==> config.mk <==
export PLATFORM = sky130hd
export DESIGN_NAME = ghs_fifo
export DESIGN_NICKNAME = d
export VERILOG_FILES = /design/src/sv/ghs_fifo.sv
export SDC_FILE = /design/constraint.sdc
export NUM_CORES = 1
export LEC_CHECK = 0
export BUFFER_PORTS_ARGS = -buffer_cell sky130_fd_sc_hd__buf_4
export CAP_MARGIN = 10
export CORE_AREA = 4 4 41 43
export CTS_CLUSTER_DIAMETER = 150
export CTS_CLUSTER_SIZE = 30
export DETAILED_ROUTE_END_ITERATION = 10
export DIE_AREA = 0 0 45 47
export PLACE_DENSITY = 0.52
export SETUP_SLACK_MARGIN = 0.15
export SLEW_MARGIN = 20
export SYNTH_ARGS = -nofsm -noshare
export SYNTH_HDL_FRONTEND = slang
export SYNTH_SLANG_ARGS = --single-unit
==> constraint.sdc <==
create_clock -name clock -period 3.26 [get_ports clock]
set_input_delay 0.489 -clock clock [delete_from_list [all_inputs] [get_ports clock]]
set_output_delay 0.489 -clock clock [all_outputs]
set_load 0.03 [all_outputs]
==> src/sv/ghs_fifo.sv <==
// Small register queue used for the command and result words.
module ghs_fifo #(
   parameter int unsigned DEPTH = 2,
   parameter type word_type = logic
) (
   input  logic     clock,
   input  logic     reset,
   input  logic     push,
   input  word_type push_word,
   output logic     full,
   input  logic     pop,
   output word_type pop_word,
   output logic     empty
);

   localparam int unsigned PW = (DEPTH > 1) ? $clog2(DEPTH) : 1;
   localparam int unsigned CW = $clog2(DEPTH + 1);

   word_type        entry_ff [DEPTH];
   logic [PW-1:0]   wr_ptr_ff, wr_ptr_in;
   logic [PW-1:0]   rd_ptr_ff, rd_ptr_in;
   logic [CW-1:0]   count_ff, count_in;
   logic            do_push;
   logic            do_pop;

   assign full     = (count_ff == CW'(DEPTH));
   assign empty    = (count_ff == '0);
   assign do_push  = push && !full;
   assign do_pop   = pop && !empty;
   assign pop_word = entry_ff[rd_ptr_ff];

   // pointer and count update
   always_comb begin
      wr_ptr_in = wr_ptr_ff;
      rd_ptr_in = rd_ptr_ff;
      count_in  = count_ff;
      if (do_push) begin
         wr_ptr_in = (wr_ptr_ff == PW'(DEPTH - 1)) ? '0 : wr_ptr_ff + PW'(1);
      end
      if (do_pop) begin
         rd_ptr_in = (rd_ptr_ff == PW'(DEPTH - 1)) ? '0 : rd_ptr_ff + PW'(1);
      end
      if (do_push && !do_pop) begin
         count_in = count_ff + CW'(1);
      end else if (do_pop && !do_push) begin
         count_in = count_ff - CW'(1);
      end
   end

   always_ff @(posedge clock) begin
      if (reset) begin
         wr_ptr_ff <= '0;
         rd_ptr_ff <= '0;
         count_ff  <= '0;
      end else begin
         wr_ptr_ff <= wr_ptr_in;
         rd_ptr_ff <= rd_ptr_in;
         count_ff  <= count_in;
      end
   end

   // storage
   always_ff @(posedge clock) begin
      if (do_push) begin
         entry_ff[wr_ptr_ff] <= push_word;
      end
   end

endmodule

==> metrics <==
CTS tree=yes; Tmin final=1.54 ns; register area=160 µm²; postcts setup bufs=0; drt total wl=509 µm; GP Congestion=approximately 0.61; unrepaired setup endpoints after global routing=false; largest net degree at the start of global routing=6; Clock Skew=between 0.0015 and 0.002 ns; Post-Syn Area=289 µm²; initial antenna violation count=0; vias in the first global route=206; Post-Synthesis Cells=28; Post-Place Setup Slack=1.64 ns; Sink Count=7; Hold Vio Cnt, Final=0; Crit-path slowest cell=dfxtp_1; Antenna Cells=0; R2R setup slack=1.72 ns; hpwl dp=396 µm; Worst Path Class, Setup=register to register; Initial Util=22.2%; Starting DRT DRC Count=6; PwrDens=approximately 950 mW/mm²; Avg WL per Cell=9.43 µm; Max Cap Viol=0; Required @ worst endpoint=3.44 ns; syn avg cell area=a little over 10 µm²; worst setup margin=roughly 1.7 ns; CTS Hold Bufs=0; Reg2Reg Depth=4; total track usage=5.95%; critical path, cell by cell=o21ai_0, ha_1, or3_1, a21oi_1; Lkg Pwr=0.000172 µW; CP max FO=5; hold path endpoint=entry_ff[0]; Worst Tran Pin Value=0.324 ns; NumNets Final=46; clock root cell=clkbuf_4; layout cells sized above 1=30.8%; Worst Hold Launch=push_word; via count=217; maximum VDD drop=382 µV; DR DRC count=0; Worst-Skew Late Latency=0.25 ns; max frequency=0.650 GHz; status=finished, final reports clean; area grow syn2layout=33.8%; synth warn=0; IO buf count=7; Final Max Slew Viols=0; commonest cells after routing, fill and taps aside=7 x buf_4, 5 x nor2_1, 5 x dfxtp_1; Worst Path Arrival=about 1.7 ns; first-pass GRT wire length=a little over 800 µm; relative slew slack=approximately four fifths; Final setup viols=0; DR pass1 iterations=4; crit-path max cell delay=0.36 ns; HP Class=input port to register; core area=0.00130 mm²; post-synthesis sequential area ratio=55.4%; CP Launch Type=register; Reg-to-Reg Start=count_ff[0]; Reg clk slew, reported paths=0.05 ns; CTS buffer count=3; number of synthesized register bits=7; commonest non-fill, non-tap cell in the layout=buf_4; CTS Buffer Depth=2; final critical-path share of the clock period=47.2%; filler cell count=144; H-tree depth=1; Multi-input gate area=121 µm²; worst hold stages=1; placed insts=50; num rows=13; TNS Setup=0 ns; grt ovf=0; Post-Syn Nets=34; Die Y=47 µm; top-level I/O count=8; final cell count without fillers=54; distinct cell type count after synthesis=12; full die area=0.00212 mm²; Critical Path Sink Type=register; Via density=~4; CTS resizes=0; Die W=around 45 µm; Reg-to-Reg End=count_ff[1]; post-route ant nets=0
per-layer routing:
metal  wire [µm]  global-route usage [%]
met1         239                    6.90
met3          72                    6.13
met5           0                       0
met2         197                    7.34
met4           0                    1.75
where the power goes:
group	switching [µW]	internal [µW]	leakage (µW)
Combinational	86.7	66.2	0.0000970
Clock	31.4	46.7	0.0000150
Sequential	18.2	117	0.0000600
cell type report:
cell class	instances	share of cell area (%)
sequential	7	41.4
multi-input combinational	19	31.4
timing repair buffer	7	13.6
clock buffer	4	6.80
tap	15	4.85
inverter	2	1.94
worst max-delay path: cells and delay by family (launching register included):
family                     cells  cell delay, ns
DFF                            1            0.36
adders and majority gates      1            0.32
AOI/OAI and AO/OA              2            0.45
and+or+nand+nor                1            0.35
synthesized netlist by cell type:
library cell	n	area (µm²)
xor2_1	3	26.3
inv_1	2	7.51
mux2_2	1	11.3
o21ai_0	3	15.0
dfxtp_1	5	100
a21oi_1	2	10.0
nor2_1	5	18.8
nor2b_2	1	8.76
edfxtp_1	2	60.1
or3_1	2	12.5
and2_1	1	6.26
ha_1	1	12.5
metrics by stage:
step                hold WS (ns)  total power [µW]  area, µm²  utilization [%]
global route               0.409               398        387             29.7
floorplan                  0.452               245        289                -
finish                     0.432               366        387             29.7
CTS                        0.424               372        387             29.7
detailed placement         0.477               291        360             27.7
global placement           0.471               290        360             27.7
cells by family (layout without fill, tap and decap cells):
group / Yosys count / after routing / share of synthesized area, %
XOR/XNOR: 3 / 3 / 9.09
adder cells (fa/ha/maj): 1 / 1 / 4.33
buffers and inverters: 2 / 13 / 2.60
AND/OR/NAND/NOR: 9 / 9 / 16.0
AO/OA/AOI/OAI: 5 / 5 / 8.66
flip-flops: 7 / 7 / 55.4
multiplexers: 1 / 1 / 3.90
worst max-delay path by stage:
stage | startpoint | end | slack [ns] | depth (start not counted)
6_report | count_ff[0] | count_ff[1] | 1.72 | 4
5_1_grt | count_ff[0] | count_ff[1] | 1.61 | 4
4_1_cts | count_ff[0] | count_ff[1] | 1.71 | 4
3_5_place_dp | pop | count_ff[1] | 1.64 | 5
3_3_place_gp | pop | count_ff[1] | 1.66 | 5
2_1_floorplan | count_ff[1] | count_ff[1] | 1.61 | 5
(Power assumes the default switching activity.)
