File: src/sv/ghs_pkg.sv
// Shared types, codes, constants and the exp table function for the heat map splatter.
package ghs_pkg;

   // Fixed-point limits of the exponent path
   localparam int unsigned LIMIT_Q16   = 301806;
   localparam int unsigned LIMIT1      = 301807;
   localparam int unsigned ONE_Q16     = 65536;
   localparam int unsigned RECIP_SHIFT = 24;
   localparam int unsigned Q_W         = 19;
   localparam int unsigned VALUE_W     = 17;

   // Queue depths
   localparam int unsigned REQ_QUEUE_DEPTH = 4;
   localparam int unsigned RSP_QUEUE_DEPTH = 2;

   typedef enum logic [1:0] {
      CMD_CLEAR = 2'd0,
      CMD_SPLAT = 2'd1,
      CMD_READ  = 2'd2
   } cmd_type;

   typedef enum logic [1:0] {
      CSR_STRIDE = 2'd0,
      CSR_GRID_W = 2'd1,
      CSR_GRID_H = 2'd2,
      CSR_SIGMA  = 2'd3
   } csr_index_type;

   typedef enum logic [1:0] {
      OP_CLEAR,
      OP_SPLAT,
      OP_READ,
      OP_DONE
   } op_type;

   typedef enum logic [2:0] {
      ST_INIT,
      ST_IDLE,
      ST_CLEAR,
      ST_SPLAT,
      ST_DRAIN,
      ST_READ
   } state_type;

   typedef struct packed {
      logic [1:0]         cmd;
      logic signed [15:0] kp_x;
      logic signed [15:0] kp_y;
      logic               available;
      logic               end_of_set;
      logic [11:0]        cell_index;
   } req_type;

   typedef struct packed {
      logic [VALUE_W-1:0] cell_value;
      logic               done_res;
   } rsp_type;

   typedef struct packed {
      op_type             op;
      logic signed [15:0] kp_x;
      logic signed [15:0] kp_y;
      logic               end_of_set;
      logic [11:0]        cell_index;
      logic               out_of_range;
   } op_word_type;

   typedef struct packed {
      logic [4:0]  stride;
      logic [6:0]  grid_w;
      logic [6:0]  grid_h;
      logic [15:0] sigma;
   } cfg_type;

   // exp(-x) for x in Q.16, result in unsigned Q1.16, by 16 squarings of (1 - x/2^16)
   function automatic logic [VALUE_W-1:0] exp_neg_q16(input logic [63:0] x);
      logic [63:0] b;
      logic [63:0] r;
      if (x == 64'd0) begin
         r = 64'(ONE_Q16);
      end else begin
         b = 64'h1_0000_0000 - x;
         for (int k = 0; k < 16; k++) begin
            b = (b * b + 64'h8000_0000) >> 32;
         end
         r = (b + 64'd32768) >> 16;
      end
      return r[VALUE_W-1:0];
   endfunction

endpackage

File: src/sv/ghs_front.sv
// Front end: accepts request words, classifies them and queues the work.
module ghs_front #(
   parameter int unsigned MAP_DEPTH = 4096
) (
   input  ghs_pkg::req_type     req_word,
   input  logic                 push,
   output logic                 full,
   input  logic                 init_busy,
   input  logic                 q_full,
   output logic                 q_push,
   output ghs_pkg::op_word_type q_word
);

   logic keep;

   assign full = q_full || init_busy;

   // classify: drop unused codes and splats that do nothing
   always_comb begin
      keep              = 1'b0;
      q_word.op         = ghs_pkg::OP_CLEAR;
      q_word.kp_x       = req_word.kp_x;
      q_word.kp_y       = req_word.kp_y;
      q_word.end_of_set = req_word.end_of_set;
      q_word.cell_index = req_word.cell_index;
      q_word.out_of_range = (32'(req_word.cell_index) >= MAP_DEPTH);
      unique case (req_word.cmd)
         ghs_pkg::CMD_CLEAR: begin
            keep      = 1'b1;
            q_word.op = ghs_pkg::OP_CLEAR;
         end
         ghs_pkg::CMD_SPLAT: begin
            if (req_word.available) begin
               keep      = 1'b1;
               q_word.op = ghs_pkg::OP_SPLAT;
            end else if (req_word.end_of_set) begin
               keep      = 1'b1;
               q_word.op = ghs_pkg::OP_DONE;
            end
         end
         ghs_pkg::CMD_READ: begin
            keep      = 1'b1;
            q_word.op = ghs_pkg::OP_READ;
         end
         default: begin
            keep = 1'b0;
         end
      endcase
   end

   assign q_push = push && !full && keep;

endmodule

File: config.mk
export PLATFORM = sky130hd
export DESIGN_NAME = ghs_front
export DESIGN_NICKNAME = d
export VERILOG_FILES = /design/src/sv/ghs_pkg.sv /design/src/sv/ghs_front.sv
export SDC_FILE = /design/constraint.sdc
export NUM_CORES = 1
export LEC_CHECK = 0
export BUFFER_PORTS_ARGS = -buffer_cell sky130_fd_sc_hd__buf_2
export CAP_MARGIN = 0
export CELL_PAD_IN_SITES_DETAIL_PLACEMENT = 1
export CELL_PAD_IN_SITES_GLOBAL_PLACEMENT = 2
export CORE_UTILIZATION = 10
export DETAILED_ROUTE_END_ITERATION = 7
export PLACE_DENSITY_LB_ADDON = 0.1
export SYNTH_ARGS = -nofsm -noshare
export SYNTH_HDL_FRONTEND = slang
export SYNTH_SLANG_ARGS = --single-unit
File: constraint.sdc
create_clock -name vclk -period 4.4
set_input_delay 1.32 -clock vclk [all_inputs]
set_output_delay 1.32 -clock vclk [all_outputs]
set_load 0.01 [all_outputs]
==> impl_metrics.yaml, run 1 <==
outcome:
  status: "finished clean"
power:
  vdd_drop_max_v: 0.000005844
  power.density_nw_per_um2: 61.51
  p_leak_uw: 0.0001203
worst_setup_path:
  worstPathRequired_ns: 3.08
  crit_type: "in -> out"
  critPathMaxFanout: 3
  startpoint: "req_word[47]"
  end_kind: "primary output"
  arrival_ns: 2.37
  crit_path_start_kind: "input pin"
floorplanning:
  ios: 101
  dieWidth_um: 70.32
  initial_utilization_pct: 10.57
  die_y_um: 70.32
  core_um2: 4414
  die_area_um2: 4944
  rows: 24
min_path:
  hold_class: "in -> out"
  hold_end: "q_word[1]"
  holdPathStages: 0
  hp-start: "req_word[0]"
cells_and_area:
  layout_commonest_cell: "buf_2"
  seq_cells: 0
  seqCellArea_um2: 0
  antennaDiodeCount: 0
  nets: 86
  fillerInstances: 517
  layout_common_cells: "buf_2 (12), inv_1 (5), ha_1 (4)"
  final_layout_size_suffix_gt1_share_pct: 48.28
  nClkBuffers: 0
  multi_input_area_um2: 102.6
  syn2layout_area_growth_pct: -47.19
sta:
  period_needed_ns: 3.694
  finalHoldWorstSlack_ns: 2.640
  hold_viol_final: 0
  slew_viol_final: 0
  rsz0062_at_grt: "no"
  max_freq_ghz: 0.2707
  setup_viol: 0
  min_period_over_period_pct: 83.96
  setup_tns_ns: 0
global_routing:
  globalRoute.totalOverflow: 0
  grt_max_degree: 4
  grt_pass1_vias: 158
  grt_pass1_wl_um: 848
  grt_usage_pct: 2.037
  antenna_found_initial: 0
job:
  drv_cap: 0
routing:
  wl_per_cell_um: 7.580
  vias: 169
  viasPerCell: 2.086
  antenna_left: 0
  drt_wl_total_um: 614
  drt_pass1_iterations: 2
  first_iter_violations: 3
  drc: 0
placement:
  io_buffers: 12
  dp_hpwl_um: 548.2
  gp_congestion: 0.5518
yosys:
  syn-instance-count: 63
  seq_area_frac_synth_pct: 0
  ys_types: 10
  netlist_area_um2: 466.7
  yosys_warnings: 0
  synth.avg_cell_area_um2: 7.408
  synth_nets: 118
clock_network:
  cts_setup_buffers: 0
  cts_resized: 0
  cts_hold_buf: 0
==> cells by family (layout without fill, tap and decap cells) <==
| group | Yosys count | count (layout) | share of synthesized area, % |
|---|---|---|---|
| AOI/OAI and AO/OA | 3 | 3 | 5.359 |
| and+or+nand+nor | 4 | 4 | 5.095 |
| buffers and inverters | 51 | 17 | 78.02 |
| other | 1 | 1 | 0.8035 |
| adders and majority gates | 4 | 4 | 10.72 |
==> layer usage <==
layer	part of all wire [%]	GRT usage, %	up-vias	routed length [um]
met2	34	2.434	12	210
li1	-	-	75	-
met1	46	3.187	78	282
met4	1.3	0.8889	0	8
met3	18	0.5772	4	113
met5	0	0	-	0
==> critical path: stages <==
cell and delay, ns:
buf_2 0.12, inv_1 0.08, ha_1 0.18, o21ai_0 0.16, a2111oi_2 0.32, buf_2 0.19
==> layout make-up <==
class              count  area share, %
inverters              5          7.614
multi-input cells     12          41.62
well taps             52          26.40
repair buffers        12          24.37
==> report_power, final <==
part	switching (uW)	internal (uW)
sequential	0	0
combinational	8.43	6.73
clock	0	0
==> worst max-delay path by stage <==
stage | endpoint | slack [ns] | cells past startpoint
2_1_floorplan | q_push | 1.03 | 4
3_3_place_gp | q_push | 0.64 | 6
3_5_place_dp | q_push | 0.67 | 6
4_1_cts | q_push | 0.66 | 6
5_1_grt | q_push | 0.59 | 6
6_report | q_push | 0.71 | 6
==> cell usage after synthesis, drive strengths merged <==
library cell / count / share of area (%)
a2111oi: 1 / 3.2
a21oi: 1 / 1.1
buf: 46 / 74
conb: 1 / 0.80
ha: 4 / 11
inv: 5 / 4.0
nand3b: 1 / 1.6
nor2: 2 / 1.6
o21ai: 1 / 1.1
or2: 1 / 1.9
==> stage by stage <==
step	util (%)	total power, uW	instance area, um^2	setup slack (ns)	std cells
after floorplan	-	49.98	466.7	1.029	63
after global placement	5.584	16.04	246.5	0.6377	81
after detailed placement	5.584	15.68	246.5	0.6656	81
after CTS	5.584	15.73	246.5	0.6641	81
after global routing	5.584	17.26	246.5	0.5860	81
final	5.584	15.16	246.5	0.7057	81
Note: power is estimated with default switching activity, not from simulation.
==> inputs of run 2 (changes only) <==
==> constraint.sdc (replaced) <==
create_clock -name vclk -period 3.3
set_input_delay 0.99 -clock vclk [all_inputs]
set_output_delay 0.99 -clock vclk [all_outputs]
set_load 0.01 [all_outputs]
==> run 2 against run 1 <==
Net effect: final area is the same; count of clock-buffer cells in the layout is the same; routed wire length shrank 5.7%; non-clock buffer count is the same.
==> impl_metrics.yaml, run 2 (synthesis results as in run 1) <==
outcome:
  status: "finished clean"
floorplanning:
  ios: 101
  core_um2: 4414
  dieWidth_um: 70.32
  die_area_um2: 4944
  die_y_um: 70.32
  rows: 24
  initial_utilization_pct: 10.57
cells_and_area:
  layout_common_cells: "buf_2 (12), inv_1 (5), ha_1 (4)"
  multi_input_area_um2: 102.6
  antennaDiodeCount: 0
  fin_area_um2: 246.5
  seq_cells: 0
  nClkBuffers: 0
  nets: 86
  layout_commonest_cell: "buf_2"
  fillerInstances: 520
  final_layout_size_suffix_gt1_share_pct: 48.28
  syn2layout_area_growth_pct: -47.19
  seqCellArea_um2: 0
routing:
  vias: 169
  drc: 0
  wl_per_cell_um: 7.148
  first_iter_violations: 3
  viasPerCell: 2.086
  drt_pass1_iterations: 2
  drt_wl_total_um: 579
  antenna_left: 0
worst_setup_path:
  crit_chain: "buf_2 > inv_1 > ha_1 > o21ai_0 > a2111oi_2 > buf_2"
  critical_path.endpoint: "q_push"
  arrival_ns: 2.02
  critPathMaxFanout: 3
  worstPathRequired_ns: 2.31
  slowest_stage: "a2111oi_2"
  startpoint: "req_word[47]"
  crit_type: "in -> out"
  end_kind: "primary output"
  cpPeakStageDelay_ns: 0.32
  crit_path_start_kind: "input pin"
  cp_common_cell: "buf_2"
sta:
  min_period_over_period_pct: 91.22
  setup_tns_ns: 0
  hold_viol_final: 0
  period_needed_ns: 3.010
  setup_viol: 0
  rsz0062_at_grt: "no"
  slew_viol_final: 0
  max_freq_ghz: 0.3322
placement:
  postPlaceCellArea_um2: 246.5
  io_buffers: 12
  dp_hpwl_um: 534.7
  gp_congestion: 0.5518
global_routing:
  antenna_found_initial: 0
  grt_pass1_wl_um: 786
  globalRoute.totalOverflow: 0
  grt_usage_pct: 1.887
  grt_max_degree: 4
  grt_pass1_vias: 169
clock_network:
  cts_resized: 0
  cts_hold_buf: 0
  cts_setup_buffers: 0
power:
  vdd_drop_max_v: 0.000006635
  p_leak_uw: 0.0001203
  power.density_nw_per_um2: 80.34
job:
  drv_cap: 0
min_path:
  hold_class: "in -> out"
[run 2: cell counts in the layout (fill, tap and decap cells not counted)]
Identical to the previous run, type by type.
[run 2: worst max-delay path: cells and delay by family]
kind | cells | cell delay (ns)
AOI/OAI and AO/OA | 2 | 0.48
adders and majority gates | 1 | 0.18
buffers and inverters | 3 | 0.38
[run 2: where the power goes]
group	internal (uW)	total, uW	switching, uW
Combinational	8.86	19.8	10.9
Sequential	0	0	0
Clock	0	0	0
Total	8.86	19.8	10.9
[run 2: stage by stage]
step	power, uW	hold WS, ns	utilization, %	worst slack [ns]	instances
3_5_place_dp	20.62	1.980	5.584	0.2295	81
2_1_floorplan	66.64	2.072	-	0.5892	63
3_3_place_gp	21.38	1.980	5.584	0.1983	81
5_1_grt	22.55	1.980	5.584	0.1486	81
4_1_cts	20.67	1.980	5.584	0.2304	81
6_report	19.80	1.980	5.584	0.2898	81
[run 2: worst min path at each step]
| stage | from | to | slack (ns) | cells after the start |
|---|---|---|---|---|
| 3_5_place_dp | req_word[9] | q_word[10] | 1.98 | 0 |
| 2_1_floorplan | req_word[9] | q_word[10] | 2.07 | 1 |
| 4_1_cts | req_word[9] | q_word[10] | 1.98 | 0 |
| 6_report | req_word[0] | q_word[1] | 1.98 | 0 |
| 3_3_place_gp | req_word[9] | q_word[10] | 1.98 | 0 |
| 5_1_grt | req_word[23] | q_word[23] | 1.98 | 0 |
[run 2: final cells by class]
class,count,area share [%]
inverters,5,7.614
repair buffers,12,24.37
well taps,52,26.40
multi-input cells,12,41.62
[run 2: per-layer routing]
layer  wire length, um  GRT usage [%]  vias up
li1                  -              -       75
met4                 8         0.8889        0
met1               262          2.756       78
met5                 0              0        -
met2               207          2.434       12
met3               101         0.5772        4
